==> src/lsle_pkg.sv <==
// ============================================================================
// lsle_pkg
// Shared sizes and action codes for the least-squares linear extrapolator.
// ============================================================================
package lsle_pkg;

    localparam int HISTORY_DEPTH = 16;
    localparam int CHANNELS      = 8;

    localparam int CH_W     = 3;
    localparam int POS_W    = $clog2(HISTORY_DEPTH);
    localparam int ADDR_W   = CH_W + POS_W;
    localparam int MEM_DEPTH = CHANNELS * HISTORY_DEPTH;

    localparam int SAMPLE_W = 32;
    localparam int WGT_W    = 6;
    localparam int PROD_W   = SAMPLE_W + WGT_W;
    localparam int ACC_W    = PROD_W + 2;
    localparam int CNT_W    = 4;

    localparam logic [1:0] ACT_PUSH    = 2'd0;
    localparam logic [1:0] ACT_ADVANCE = 2'd1;
    localparam logic [1:0] ACT_EXTRAP  = 2'd2;

    typedef logic [POS_W-1:0] pos_t;

endpackage

==> src/lsle_div.sv <==
// ============================================================================
// lsle_div
// Division of a signed accumulator by N(N-1) (12 or 56): the factor of four or
// eight is shifted out, then the magnitude is divided by three or seven in two
// digits through one reciprocal multiplier. Gives the magnitude of the
// quotient truncated toward zero and its sign.
// ============================================================================
module lsle_div
    import lsle_pkg::*;
(
    input  logic                    aclk,
    input  logic                    aresetn,
    input  logic                    start,
    input  logic signed [ACC_W-1:0] dividend,
    input  logic                    eight,
    output logic                    done,
    output logic [ACC_W-1:0]        quotient,
    output logic                    negative
);

    localparam int NUM_W   = ACC_W - 2;
    localparam int DIG_W   = NUM_W / 2;
    localparam int REM_W   = 3;
    localparam int T_W     = DIG_W + REM_W;
    localparam int RCP_W   = 24;
    localparam int RECIP_K = 25;
    localparam int MUL_W   = T_W + RCP_W;
    localparam int QT_W    = MUL_W - RECIP_K;

    // ceil(2^25 / d): exact floor division for operands below 2^22
    localparam logic [RCP_W-1:0] RECIP_3 = RCP_W'((2 ** RECIP_K + 2) / 3);
    localparam logic [RCP_W-1:0] RECIP_7 = RCP_W'((2 ** RECIP_K + 6) / 7);
    localparam logic [REM_W-1:0] DIV_3   = REM_W'(3);
    localparam logic [REM_W-1:0] DIV_7   = REM_W'(7);

    logic              busy_reg, busy_next;
    logic              done_reg, done_next;
    logic              step_reg, step_next;
    logic [NUM_W-1:0]  num_reg, num_next;
    logic              eight_reg, eight_next;
    logic              neg_reg, neg_next;
    logic [REM_W-1:0]  rem_reg, rem_next;
    logic [DIG_W-1:0]  qhi_reg, qhi_next;
    logic [DIG_W-1:0]  qlo_reg, qlo_next;

    logic [ACC_W-1:0]  mag;
    logic [ACC_W-1:0]  mag_sh;
    logic [T_W-1:0]    t;
    logic [RCP_W-1:0]  recip;
    logic [REM_W-1:0]  dsel;
    logic [MUL_W-1:0]  prod;
    logic [QT_W-1:0]   qt;
    logic [T_W-1:0]    qd;
    logic [T_W-1:0]    rt;

    assign mag    = dividend[ACC_W-1] ? $unsigned(-dividend) : $unsigned(dividend);
    assign mag_sh = eight ? (mag >> 3) : (mag >> 2);
    assign recip  = eight_reg ? RECIP_7 : RECIP_3;
    assign dsel   = eight_reg ? DIV_7 : DIV_3;
    assign t      = step_reg ? {rem_reg, num_reg[DIG_W-1:0]}
                             : T_W'(num_reg[NUM_W-1:DIG_W]);
    assign prod   = MUL_W'(t) * MUL_W'(recip);
    assign qt     = prod[MUL_W-1:RECIP_K];
    assign qd     = T_W'(qt) * T_W'(dsel);
    assign rt     = t - qd;

    always_comb begin
        busy_next  = busy_reg;
        done_next  = 1'b0;
        step_next  = step_reg;
        num_next   = num_reg;
        eight_next = eight_reg;
        neg_next   = neg_reg;
        rem_next   = rem_reg;
        qhi_next   = qhi_reg;
        qlo_next   = qlo_reg;
        if (start) begin
            busy_next  = 1'b1;
            step_next  = 1'b0;
            num_next   = mag_sh[NUM_W-1:0];
            eight_next = eight;
            neg_next   = dividend[ACC_W-1];
        end else if (busy_reg) begin
            if (!step_reg) begin
                qhi_next  = qt[DIG_W-1:0];
                rem_next  = rt[REM_W-1:0];
                step_next = 1'b1;
            end else begin
                qlo_next  = qt[DIG_W-1:0];
                busy_next = 1'b0;
                done_next = 1'b1;
            end
        end
    end

    always_ff @(posedge aclk) begin
        if (!aresetn) begin
            busy_reg <= 1'b0;
            done_reg <= 1'b0;
            step_reg <= 1'b0;
        end else begin
            busy_reg <= busy_next;
            done_reg <= done_next;
            step_reg <= step_next;
        end
    end

    always_ff @(posedge aclk) begin
        num_reg   <= num_next;
        eight_reg <= eight_next;
        neg_reg   <= neg_next;
        rem_reg   <= rem_next;
        qhi_reg   <= qhi_next;
        qlo_reg   <= qlo_next;
    end

    assign done     = done_reg;
    assign quotient = ACC_W'({qhi_reg, qlo_reg});
    assign negative = neg_reg;

endmodule
==> config.mk <==
export PLATFORM = sky130hd
export DESIGN_NAME = lsle_div
export DESIGN_NICKNAME = d
export VERILOG_FILES = /design/src/lsle_pkg.sv /design/src/lsle_div.sv
export SDC_FILE = /design/constraint.sdc
export NUM_CORES = 1
export LEC_CHECK = 0
export BUFFER_PORTS_ARGS = -buffer_cell sky130_fd_sc_hd__clkbuf_2
export CAP_MARGIN = 0
export CELL_PAD_IN_SITES_DETAIL_PLACEMENT = 2
export CELL_PAD_IN_SITES_GLOBAL_PLACEMENT = 2
export CORE_ASPECT_RATIO = 0.5
export CORE_MARGIN = 3
export CORE_UTILIZATION = 40
export DETAILED_ROUTE_END_ITERATION = 6
export GPL_TIMING_DRIVEN = 0
export PLACE_DENSITY = 0.9
export REMOVE_ABC_BUFFERS = 1
export SYNTH_ARGS = -nofsm -noshare
export SYNTH_HDL_FRONTEND = slang
export SYNTH_SLANG_ARGS = --single-unit
==> constraint.sdc <==
create_clock -name aclk -period 20.2 [get_ports aclk]
set_input_delay 1.01 -clock aclk [delete_from_list [all_inputs] [get_ports aclk]]
set_output_delay 1.01 -clock aclk [all_outputs]
set_load 0.03 [all_outputs]
== Yosys cells after proc, flatten, opt, wreduce, memory -nomap -nowiden ==
Cells that the tools add are included.
Storage, ports and cells
  flip-flop bits (word level): 84
  output and inout bits: 42
  input bits: 44
  word-level logic and storage cells: 31
Operators by class
  $add $sub $neg: 2
  reduce and logical (&&, ||, !) cells: 4
  mux-type cells: 9
  bitwise logic cells: 4
  $mul: 2
Operators with widths (number)
  multiplier 22 x 24 -> 46 bit: 1
  two-way mux 40 bit: 1
  negation 40 bit: 1
  two-way mux 37 bit: 1
  two-way mux 24 bit: 1
  two-way mux 22 bit: 1
  multiplier 21 x 3 -> 3 bit: 1
  AND reduction 3 bit: 2
  two-way mux 1 bit: 4
  NOT 1 bit: 4
  two-way mux 3 bit: 1
  OR reduction 3 bit: 1
  subtractor 3 bit: 1
  OR reduction 2 bit: 1

== Depth between registers and ports, before layout ==
Gate-level depths: netlist (run 1).
  depth in word-level cells: 4
  gate-level depth with buffers: 36
  depth with buffers taken out: 32

== Worst setup path after synthesis (run 1) ==
Ideal clock, no wire load.
  path type: flip-flop to flip-flop
  start: reg step_reg
  end: reg rem_reg[2], data pin
  arrival time: 8121 ps
  required time: 19942 ps
  buffers on the path: 2
  slack: 11822 ps
  period minus slack after synthesis: 8378 ps
  cell stages (with the launch flop): 31
  path through: dfxtp_1 clkbuf_1 clkbuf_1 mux2i_1 inv_1 mux2_2 ha_1 inv_1 fa_1 fa_1 inv_1 fa_1 fa_1 fa_1 inv_1 fa_1 inv_1 ha_1 nand3_1 or2_2 a2111oi_0 a211oi_1 xnor2_1 ha_1 inv_1 fa_1 xor2_1 xnor2_1 xnor2_1 xnor2_1 xnor2_1
On the way
  longest elaborated chain between the ends: 4
Ends and longest elaborated chain
  start: declaration: line lsle_div.sv:38  | logic step_reg, step_next;
  start signal: assignment: line lsle_div.sv:104  | step_reg <= step_next;
  two-way mux 22 bit: line lsle_div.sv:60  | assign t = step_reg ? {rem_reg, num_reg[DIG_W-1:0]}
  multiplier 22 x 24 -> 46 bit: line lsle_div.sv:62  | assign prod = MUL_W'(t) * MUL_W'(recip);
  net prod[25]: line lsle_div.sv:51  | logic [MUL_W-1:0] prod;
  multiplier 21 x 3 -> 3 bit: line lsle_div.sv:64  | assign qd = T_W'(qt) * T_W'(dsel);
  subtractor 3 bit: line lsle_div.sv:65  | assign rt = t - qd;
  net rt[2]: line lsle_div.sv:54  | logic [T_W-1:0] rt;
  end signal: assignment: line lsle_div.sv:112  | rem_reg <= rem_next;
  end: declaration: line lsle_div.sv:42  | logic [REM_W-1:0] rem_reg, rem_next;
The timed path passes the listed nets, and every way through them passes these cells.
A chain may end at the register's enable or synchronous reset.

== Final worst setup path (run 1) ==
Same ends and word-level chain as after synthesis.

==> Implementation_results.wiki, run 1 <==
{| class="wikitable"
! Metric !! Value
|-
| Detail-routed via count per cell || 5.64
|-
| Port Buffers || 83
|-
| Total detailed-routing wirelength || 50.8 mm
|-
| Result of the run || complete, no violations
|-
| Initial DRC count || 724
|-
| Worst Path Arrival || 10.63 ns
|-
| Hold path start || busy_reg
|-
| Estimated wirelength of the detail-placed design || 41.1 mm
|-
| Final Non-Filler Cells || 1919
|-
| Row count || 46
|-
| Largest net degree at the start of global routing || between 90 and 100
|-
| Final critical delay including setup and external delays || 10.50 ns
|-
| Final Net Count || around 1900
|-
| Highest metal used || met4
|-
| Cell area after synthesis || 13500 um^2
|-
| Post-synthesis average cell area || 9.51 um^2
|-
| Core Area || roughly 32000 um^2
|-
| Setup Fix Bufs, Post-CTS || 0
|-
| Share of synthesized area occupied by flip-flops and latches || 18.5%
|-
| Async set-or-reset flop fraction in the synthesized netlist || 0%
|-
| Cts hold-fix bufs || 0
|-
| Fin Setup TNS || 0 ns
|-
| Critical path endpoint category || register
|-
| Metal-1 WL || ~21 mm
|-
| Clock root cell || sky130_fd_sc_hd__clkbuf_16
|-
| Clock latency at the later pin of the worst-skew pair || 0.39 ns
|-
| Horiz. Die Dim || ~270 um
|-
| Number of flip-flops in the largest register || 38
|-
| Placed cell count || 1903
|-
| Count of boundary I/O pins || 86
|-
| Met3 WL || 2.31 mm
|-
| Global-route wire length before repair || 77.7 mm
|-
| Synthesized flop and latch total || 84
|-
| Number of violations of the max-capacitance limit || 0
|-
| Sinks on Clock Net || 84
|-
| Placer congestion estimate || 0.874
|-
| Overall fraction of global-route tracks in use || 29.1%
|-
| Syn-to-layout area delta || 8.59%
|-
| Most common cell after layout, fill and taps aside || sky130_fd_sc_hd__inv_1
|-
| CTS clock-pin slew for the worst setup and hold paths || 0.08 ns
|-
| Syn. warnings || 0
|-
| Biggest fanout along the worst timing path || 26
|-
| Finish-stage setup viols || 0
|-
| CP required || 20.33 ns
|-
| Antenna cell count || 0
|-
| Starting density of the core || 41.5%
|-
| Grt total ovfl || 0
|-
| Length of the first detailed-routing pass in iterations || 5
|-
| Deepest clock path buffer count || 2
|-
| Unrepaired setup endpoints after global routing || false
|-
| Per-cell routed wire length || 26.5 um
|-
| Fraction of final layout cells with drive strength greater than 1 || 8.41%
|-
| Number of endpoints with negative hold slack in the final report || 0
|-
| Via count of the first global-routing pass || 12600
|-
| Start point of the critical path || step_reg
|-
| Most frequent cells in the layout || 350 x sky130_fd_sc_hd__inv_1, 190 x sky130_fd_sc_hd__fa_1, 173 x sky130_fd_sc_hd__ha_1
|-
| Vias post-DR || 10800
|-
| Achievable frequency || 0.0953 GHz
|-
| Post-cts repair resize count || 0
|-
| Die ar. || 36000 um^2
|-
| Post-route DRC violation count || 0
|-
| Final period util || between 50% and 60%
|-
| Kind of critical path || register to register
|-
| Worst min-delay path category || register to register
|-
| H-tree depth || 3
|-
| Total CTS buffers || 9
|-
| Top FF cell, synth || sky130_fd_sc_hd__edfxtp_1
|-
| Antenna violations before repair || 0
|-
| Fraction of the core area covered by cells at the end of the flow || between 40% and 50%
|-
| Slew margin rel. || a little under a fifth
|-
| TritonCTS clock tree || built
|-
| Startpoint class of the critical path || register
|-
| Startpoint of the most critical register-to-register path || step_reg
|-
| Final number of max-transition violations || 0
|-
| Number of enable flip-flop cells after synthesis || slightly above 80
|-
| Worst Skew || ~0.025 ns
|-
| Y dimension of the die || 136 um
|-
| Syn Inst Count || between 1000 and 1500
|-
| Remaining number of nets flagged by the antenna check after routing || 0
|-
| Worst Max-Slew Pin Slew || 1.22 ns
|-
| Met2 wire len || 26.0 mm
|-
| Distinct cell type count of the synthesized netlist || 66
|}
==> final timing paths <==
path,endpoint,slack (ns),cells after the start
hold / removal,step_reg,0.52,2
setup / recovery,rem_reg[2],9.70,26
setup reg to reg,rem_reg[2],9.70,26
hold reg to reg,step_reg,0.52,2
==> cells by family after synthesis <==
| logic type | count (synthesis) | share of synthesized area, % |
|---|---|---|
| AOI/OAI and AO/OA | 242 | 11.8 |
| and+or+nand+nor | 253 | 9.21 |
| other | 2 | 0.0558 |
| buffers and inverters | 404 | 11.4 |
| adders and majority gates | 363 | 44.3 |
| muxes | 27 | 2.05 |
| DFF | 84 | 18.5 |
| xor gates and xnor gates | 40 | 2.60 |
==> worst max-delay path, cell delays in order, from the launching register on <==
cell and delay [ns]:
sky130_fd_sc_hd__dfxtp_2 0.90, sky130_fd_sc_hd__mux2i_1 1.04, sky130_fd_sc_hd__nor2_1 0.24, sky130_fd_sc_hd__inv_1 0.21, sky130_fd_sc_hd__fa_1 0.53, sky130_fd_sc_hd__fa_1 0.61, sky130_fd_sc_hd__fa_1 0.64, sky130_fd_sc_hd__inv_1 0.09
sky130_fd_sc_hd__fa_1 0.48, sky130_fd_sc_hd__fa_1 0.55, sky130_fd_sc_hd__inv_1 0.06, sky130_fd_sc_hd__fa_1 0.55, sky130_fd_sc_hd__inv_1 0.05, sky130_fd_sc_hd__ha_1 0.43, sky130_fd_sc_hd__nand3_1 0.13, sky130_fd_sc_hd__or2_2 0.34
sky130_fd_sc_hd__a2111oi_0 0.84, sky130_fd_sc_hd__a211oi_1 0.18, sky130_fd_sc_hd__xnor2_1 0.67, sky130_fd_sc_hd__ha_1 0.30, sky130_fd_sc_hd__inv_1 0.07, sky130_fd_sc_hd__fa_1 0.43, sky130_fd_sc_hd__xor2_1 0.17, sky130_fd_sc_hd__xnor2_1 0.21
sky130_fd_sc_hd__xnor2_1 0.12, sky130_fd_sc_hd__xnor2_1 0.23, sky130_fd_sc_hd__xnor2_1 0.12
==> synthesized netlist by cell type (all sizes together), types with 3 or more instances <==
library cell  number  area share [%]
dfxtp              3            0.45
a211oi            42             2.3
ha               173              16
nor2b              9            0.42
a31oi              3            0.14
or3               13            0.64
xnor2             29             1.9
nor3              14            0.52
nand4              7            0.33
o211ai            13            0.73
xor2              11            0.72
nand3             31             1.2
clkbuf            46             1.3
nand2b            10            0.46
nor2              57             1.6
mux2               4            0.33
a21oi             66             2.5
o21bai             3            0.17
and3               7            0.33
nor3b              3            0.17
fa               190              28
or2               10            0.48
edfxtp            81              18
and2               5            0.23
a311oi             4            0.26
nand2             75             2.1
a32oi              5            0.33
or4                4            0.25
a21boi             4            0.22
o21a               3            0.17
a21o              19             1.1
o221ai             3            0.20
o21ai             45             1.7
buf                8            0.38
inv              350             9.8
a221oi             9            0.59
a31o               5            0.33
o22ai              3            0.14
mux2i             23             1.7
==> through the flow <==
step | setup WS, ns | area, um^2 | hold WS [ns]
after global placement | 9.81 | 14300 | 0.485
final | 9.70 | 14600 | 0.523
after global routing | 9.39 | 14600 | 0.549
after floorplan | 11.86 | 13300 | 0.469
after detailed placement | 10.15 | 14300 | 0.510
after CTS | 9.86 | 14600 | 0.518
==> metal layers <==
metal | vias to the layer above | global-route usage, %
met5 | - | 0
met4 | 0 | 11.1
met3 | 119 | 5.52
met2 | 296 | 53.5
met1 | 5655 | 34.0
li1 | 4746 | -
==> layout make-up <==
| class | instances | area [um^2] |
|---|---|---|
| inverters | 350 | 1310 |
| fillers | 3474 | 17800 |
| clock inverters | 5 | 27.5 |
| clock buffers | 11 | 243 |
| repair buffers | 87 | 475 |
| well taps | 432 | 541 |
| multi-input cells | 950 | 9520 |
| flip-flops and latches | 84 | 2490 |
Power of run 1 is not shown: default switching activity piles up to over one toggle a cycle in this logic, so the estimate is an artifact.
==> inputs of run 2 (changes only) <==
--- a/config.mk
+++ b/config.mk
@@ -5,16 +5,17 @@
 export SDC_FILE = /design/constraint.sdc
 export NUM_CORES = 1
 export LEC_CHECK = 0
+export ABC_AREA = 1
 export BUFFER_PORTS_ARGS = -buffer_cell sky130_fd_sc_hd__clkbuf_2
 export CAP_MARGIN = 0
 export CELL_PAD_IN_SITES_DETAIL_PLACEMENT = 2
 export CELL_PAD_IN_SITES_GLOBAL_PLACEMENT = 2
 export CORE_ASPECT_RATIO = 0.5
 export CORE_MARGIN = 3
-export CORE_UTILIZATION = 40
+export CORE_UTILIZATION = 39
 export DETAILED_ROUTE_END_ITERATION = 6
 export GPL_TIMING_DRIVEN = 0
-export PLACE_DENSITY = 0.9
+export PLACE_DENSITY = 0.91
 export REMOVE_ABC_BUFFERS = 1
 export SYNTH_ARGS = -nofsm -noshare
 export SYNTH_HDL_FRONTEND = slang
==> constraint.sdc (replaced) <==
create_clock -name aclk -period 10.45 [get_ports aclk]
set_input_delay 0.5225 -clock aclk [delete_from_list [all_inputs] [get_ports aclk]]
set_output_delay 0.5225 -clock aclk [all_outputs]
set_load 0.03 [all_outputs]
==> run 2 against run 1 <==
Net effect:
- global-route usage grew 1.9 points
- routed wire length grew 14%
- critical path depth grew 6
- cell area grew 4.7%
- area after synthesis grew 3.8%
- final cell count grew 17%
- die area grew 6.3%
- via count grew 11%
- register-to-register slack lost 9.4 ns
- core utilization shrank 1.2 points
- largest cell class unchanged
==> Implementation_results.wiki, run 2 <==
{| class="wikitable"
! Metric !! Value
|-
| Y dimension of the die || 140 um
|-
| Antenna violations before repair || 3
|-
| Clock root cell || sky130_fd_sc_hd__clkbuf_16
|-
| Syn-to-layout area delta || 9.54%
|-
| Standard cell area after detailed placement || 15000 um^2
|-
| CTS clock-pin slew for the worst setup and hold paths || roughly 0.070 ns
|-
| Total CTS buffers || 9
|-
| Count of boundary I/O pins || 86
|-
| Grt total ovfl || 0
|-
| CP required || 10.59 ns
|-
| Worst min-delay path category || input port to register
|-
| Achievable frequency || 0.0986 GHz
|-
| Biggest fanout along the worst timing path || 24
|-
| Number of violations of the max-capacitance limit || 0
|-
| Sinks on Clock Net || 84
|-
| Cell occurring most often along the worst timing path || sky130_fd_sc_hd__inv_1
|-
| Starting density of the core || between 40% and 50%
|-
| Remaining number of nets flagged by the antenna check after routing || 0
|-
| Final Net Count || 2169
|-
| Row count || 48
|-
| Per-cell routed wire length || approximately 26 um
|-
| Syn. warnings || 0
|-
| Share of synthesized area occupied by flip-flops and latches || 17.8%
|-
| Antenna cell count || 0
|-
| Via count of the first global-routing pass || 14100
|-
| Slew margin rel. || 18.8%
|-
| Vias post-DR || 12000
|-
| Worst Path Arrival || about 10 ns
|-
| Die ar. || ~38000 um^2
|-
| Result of the run || complete, no violations
|-
| Least setup slack across all paths after layout || 0.312 ns
|-
| Number of flip-flops in the largest register || 38
|-
| Critical path endpoint category || register
|-
| Fin Setup TNS || 0 ns
|-
| Final number of max-transition violations || 0
|-
| Stage delay of the slowest cell on the critical path || 1.15 ns
|-
| Fraction of final layout cells with drive strength greater than 1 || under 10%
|-
| H-tree depth || 3
|-
| Worst Skew || 0.0204 ns
|-
| Global-route wire length before repair || about 87 mm
|-
| Clock latency at the later pin of the worst-skew pair || 0.39 ns
|-
| Final period util || a little over nine tenths
|-
| Final critical delay including setup and external delays || 10.14 ns
|-
| Total detailed-routing wirelength || about 58 mm
|-
| Placer congestion estimate || 0.865
|-
| Overall fraction of global-route tracks in use || 31.0%
|-
| Library cell with the highest instance count after synthesis || sky130_fd_sc_hd__inv_1
|-
| Port Buffers || 83
|-
| Share of the synthesized area in the top cell type || 27.2%
|-
| Startpoint class of the critical path || register
|-
| Number of endpoints with negative hold slack in the final report || 0
|-
| Kind of critical path || register to register
|-
| Initial DRC count || roughly 750
|-
| Post-synthesis average cell area || 8.37 um^2
|-
| Most frequent cells after synthesis || 455 x sky130_fd_sc_hd__inv_1, 253 x sky130_fd_sc_hd__nand2_1, 190 x sky130_fd_sc_hd__fa_1
|-
| Unrepaired setup endpoints after global routing || false
|-
| Cts hold-fix bufs || 0
|-
| Largest cells by area after synthesis || sky130_fd_sc_hd__fa_1 27%, sky130_fd_sc_hd__edfxtp_1 17%, sky130_fd_sc_hd__ha_1 15%, sky130_fd_sc_hd__inv_1 12%, sky130_fd_sc_hd__nand2_1 6.8%
|-
| Highest metal used || met5
|-
| Length of the first detailed-routing pass in iterations || 5
|-
| Cell area after synthesis || ~14000 um^2
|-
| Syn Inst Count || 1670
|-
| Horiz. Die Dim || 274 um
|-
| Fraction of the core area covered by cells at the end of the flow || 43.9%
|-
| Setup slack at placement || 0.489 ns
|-
| TritonCTS clock tree || built
|-
| Met2 wire len || 28.8 mm
|-
| Number of enable flip-flop cells after synthesis || 81
|-
| Top FF cell, synth || sky130_fd_sc_hd__edfxtp_1
|-
| Area of all placed cells without fillers || 15300 um^2
|-
| Largest net degree at the start of global routing || 46
|-
| Most common cell after layout, fill and taps aside || sky130_fd_sc_hd__inv_1
|-
| Biggest area consumer among synthesized cells || sky130_fd_sc_hd__fa_1
|-
| Met3 WL || 3.40 mm
|-
| Crit path max-delay cell type || sky130_fd_sc_hd__edfxtp_1
|-
| Estimated wirelength of the detail-placed design || slightly above 50 mm
|-
| Detail-routed via count per cell || 5.34
|-
| Finish-stage setup viols || 0
|-
| Distinct cell type count of the synthesized netlist || 47
|-
| Most frequent cells in the layout || 455 x sky130_fd_sc_hd__inv_1, 253 x sky130_fd_sc_hd__nand2_1, 190 x sky130_fd_sc_hd__fa_1
|-
| Metal-1 WL || 23.1 mm
|-
| Core Area || 34900 um^2
|-
| Deepest clock path buffer count || 2
|-
| Async set-or-reset flop fraction in the synthesized netlist || 0%
|-
| Post-route DRC violation count || 0
|-
| Worst Max-Slew Pin Slew || 1.22 ns
|-
| Synthesized flop and latch total || 84
|}
==> run 2: changes by cell type in the layout (fill, tap and decap cells not counted), sizes merged, moves of 14 or more <==
| cell | delta |
|---|---|
| nor2 | +67 |
| nand3 | +16 |
| nand2 | +200 |
| mux2i | -23 |
| a21oi | -27 |
| xnor2 | -14 |
| inv | +112 |
| o21ai | +41 |
| a211oi | -40 |
| xor2 | +31 |
==> run 2: layout make-up <==
| cell class | instances | area, um^2 |
|---|---|---|
| clock buffer | 10 | 229 |
| clock inverter | 6 | 76.3 |
| fill | 3928 | 19600 |
| inverter | 460 | 1730 |
| multi-input combinational | 1121 | 9730 |
| sequential | 84 | 2490 |
| tap | 475 | 594 |
| timing repair buffer | 86 | 453 |
==> run 2: path summary, 6_finish.rpt <==
check	from	endpoint	slack (ns)	depth (start not counted)
setup / recovery	eight_reg	rem_reg[2]	0.31	32
hold / removal	aresetn	busy_reg	0.41	3
setup reg to reg	eight_reg	rem_reg[2]	0.31	32
hold reg to reg	busy_reg	done	0.56	2
==> run 2: logic make-up (layout without fill, tap and decap cells) <==
kind of cell    count (synthesis)  count (layout)  share of synthesized area, %
buf+inv                       488             562                          13.2
compound gates                168             168                          6.78
flops                          84              84                          17.8
simple gates                  508             508                          15.9
fa+ha+maj                     363             363                          42.7
xor+xnor                       57              57                          3.57
other cells                     2              25                        0.0537
==> run 2: worst max-delay path: cells and delay by family (launching register included) <==
family | cells | cell delay, ns
fa+ha+maj | 10 | 4.77
compound gates | 3 | 0.97
xor+xnor | 1 | 0.24
simple gates | 10 | 1.34
flops | 1 | 1.15
buf+inv | 8 | 1.36
==> run 2: stage by stage <==
| step | instances | hold slack, ns |
|---|---|---|
| global route | 2242 | 0.420 |
| finish | 2242 | 0.414 |
| CTS | 2242 | 0.393 |
| floorplan | 1665 | 0.457 |
| global placement | 2223 | 0.474 |
| detailed placement | 2226 | 0.538 |
==> run 2: timing repair <==
| item | in CTS | in global routing |
|---|---|---|
| endpoints found under the setup margin | 0 | 1 |
| buffers inserted | 0 | 0 |
| resized for setup | 0 | 1 |
| endpoints found under the hold margin | 0 | 0 |
==> run 2: per-layer routing <==
metal,up-vias,track usage (%)
met1,6144,36.1
met5,-,0
li1,5263,-
met2,412,55.2
met3,154,7.01
met4,4,12.8
Power of run 2 is left out for the same reason.
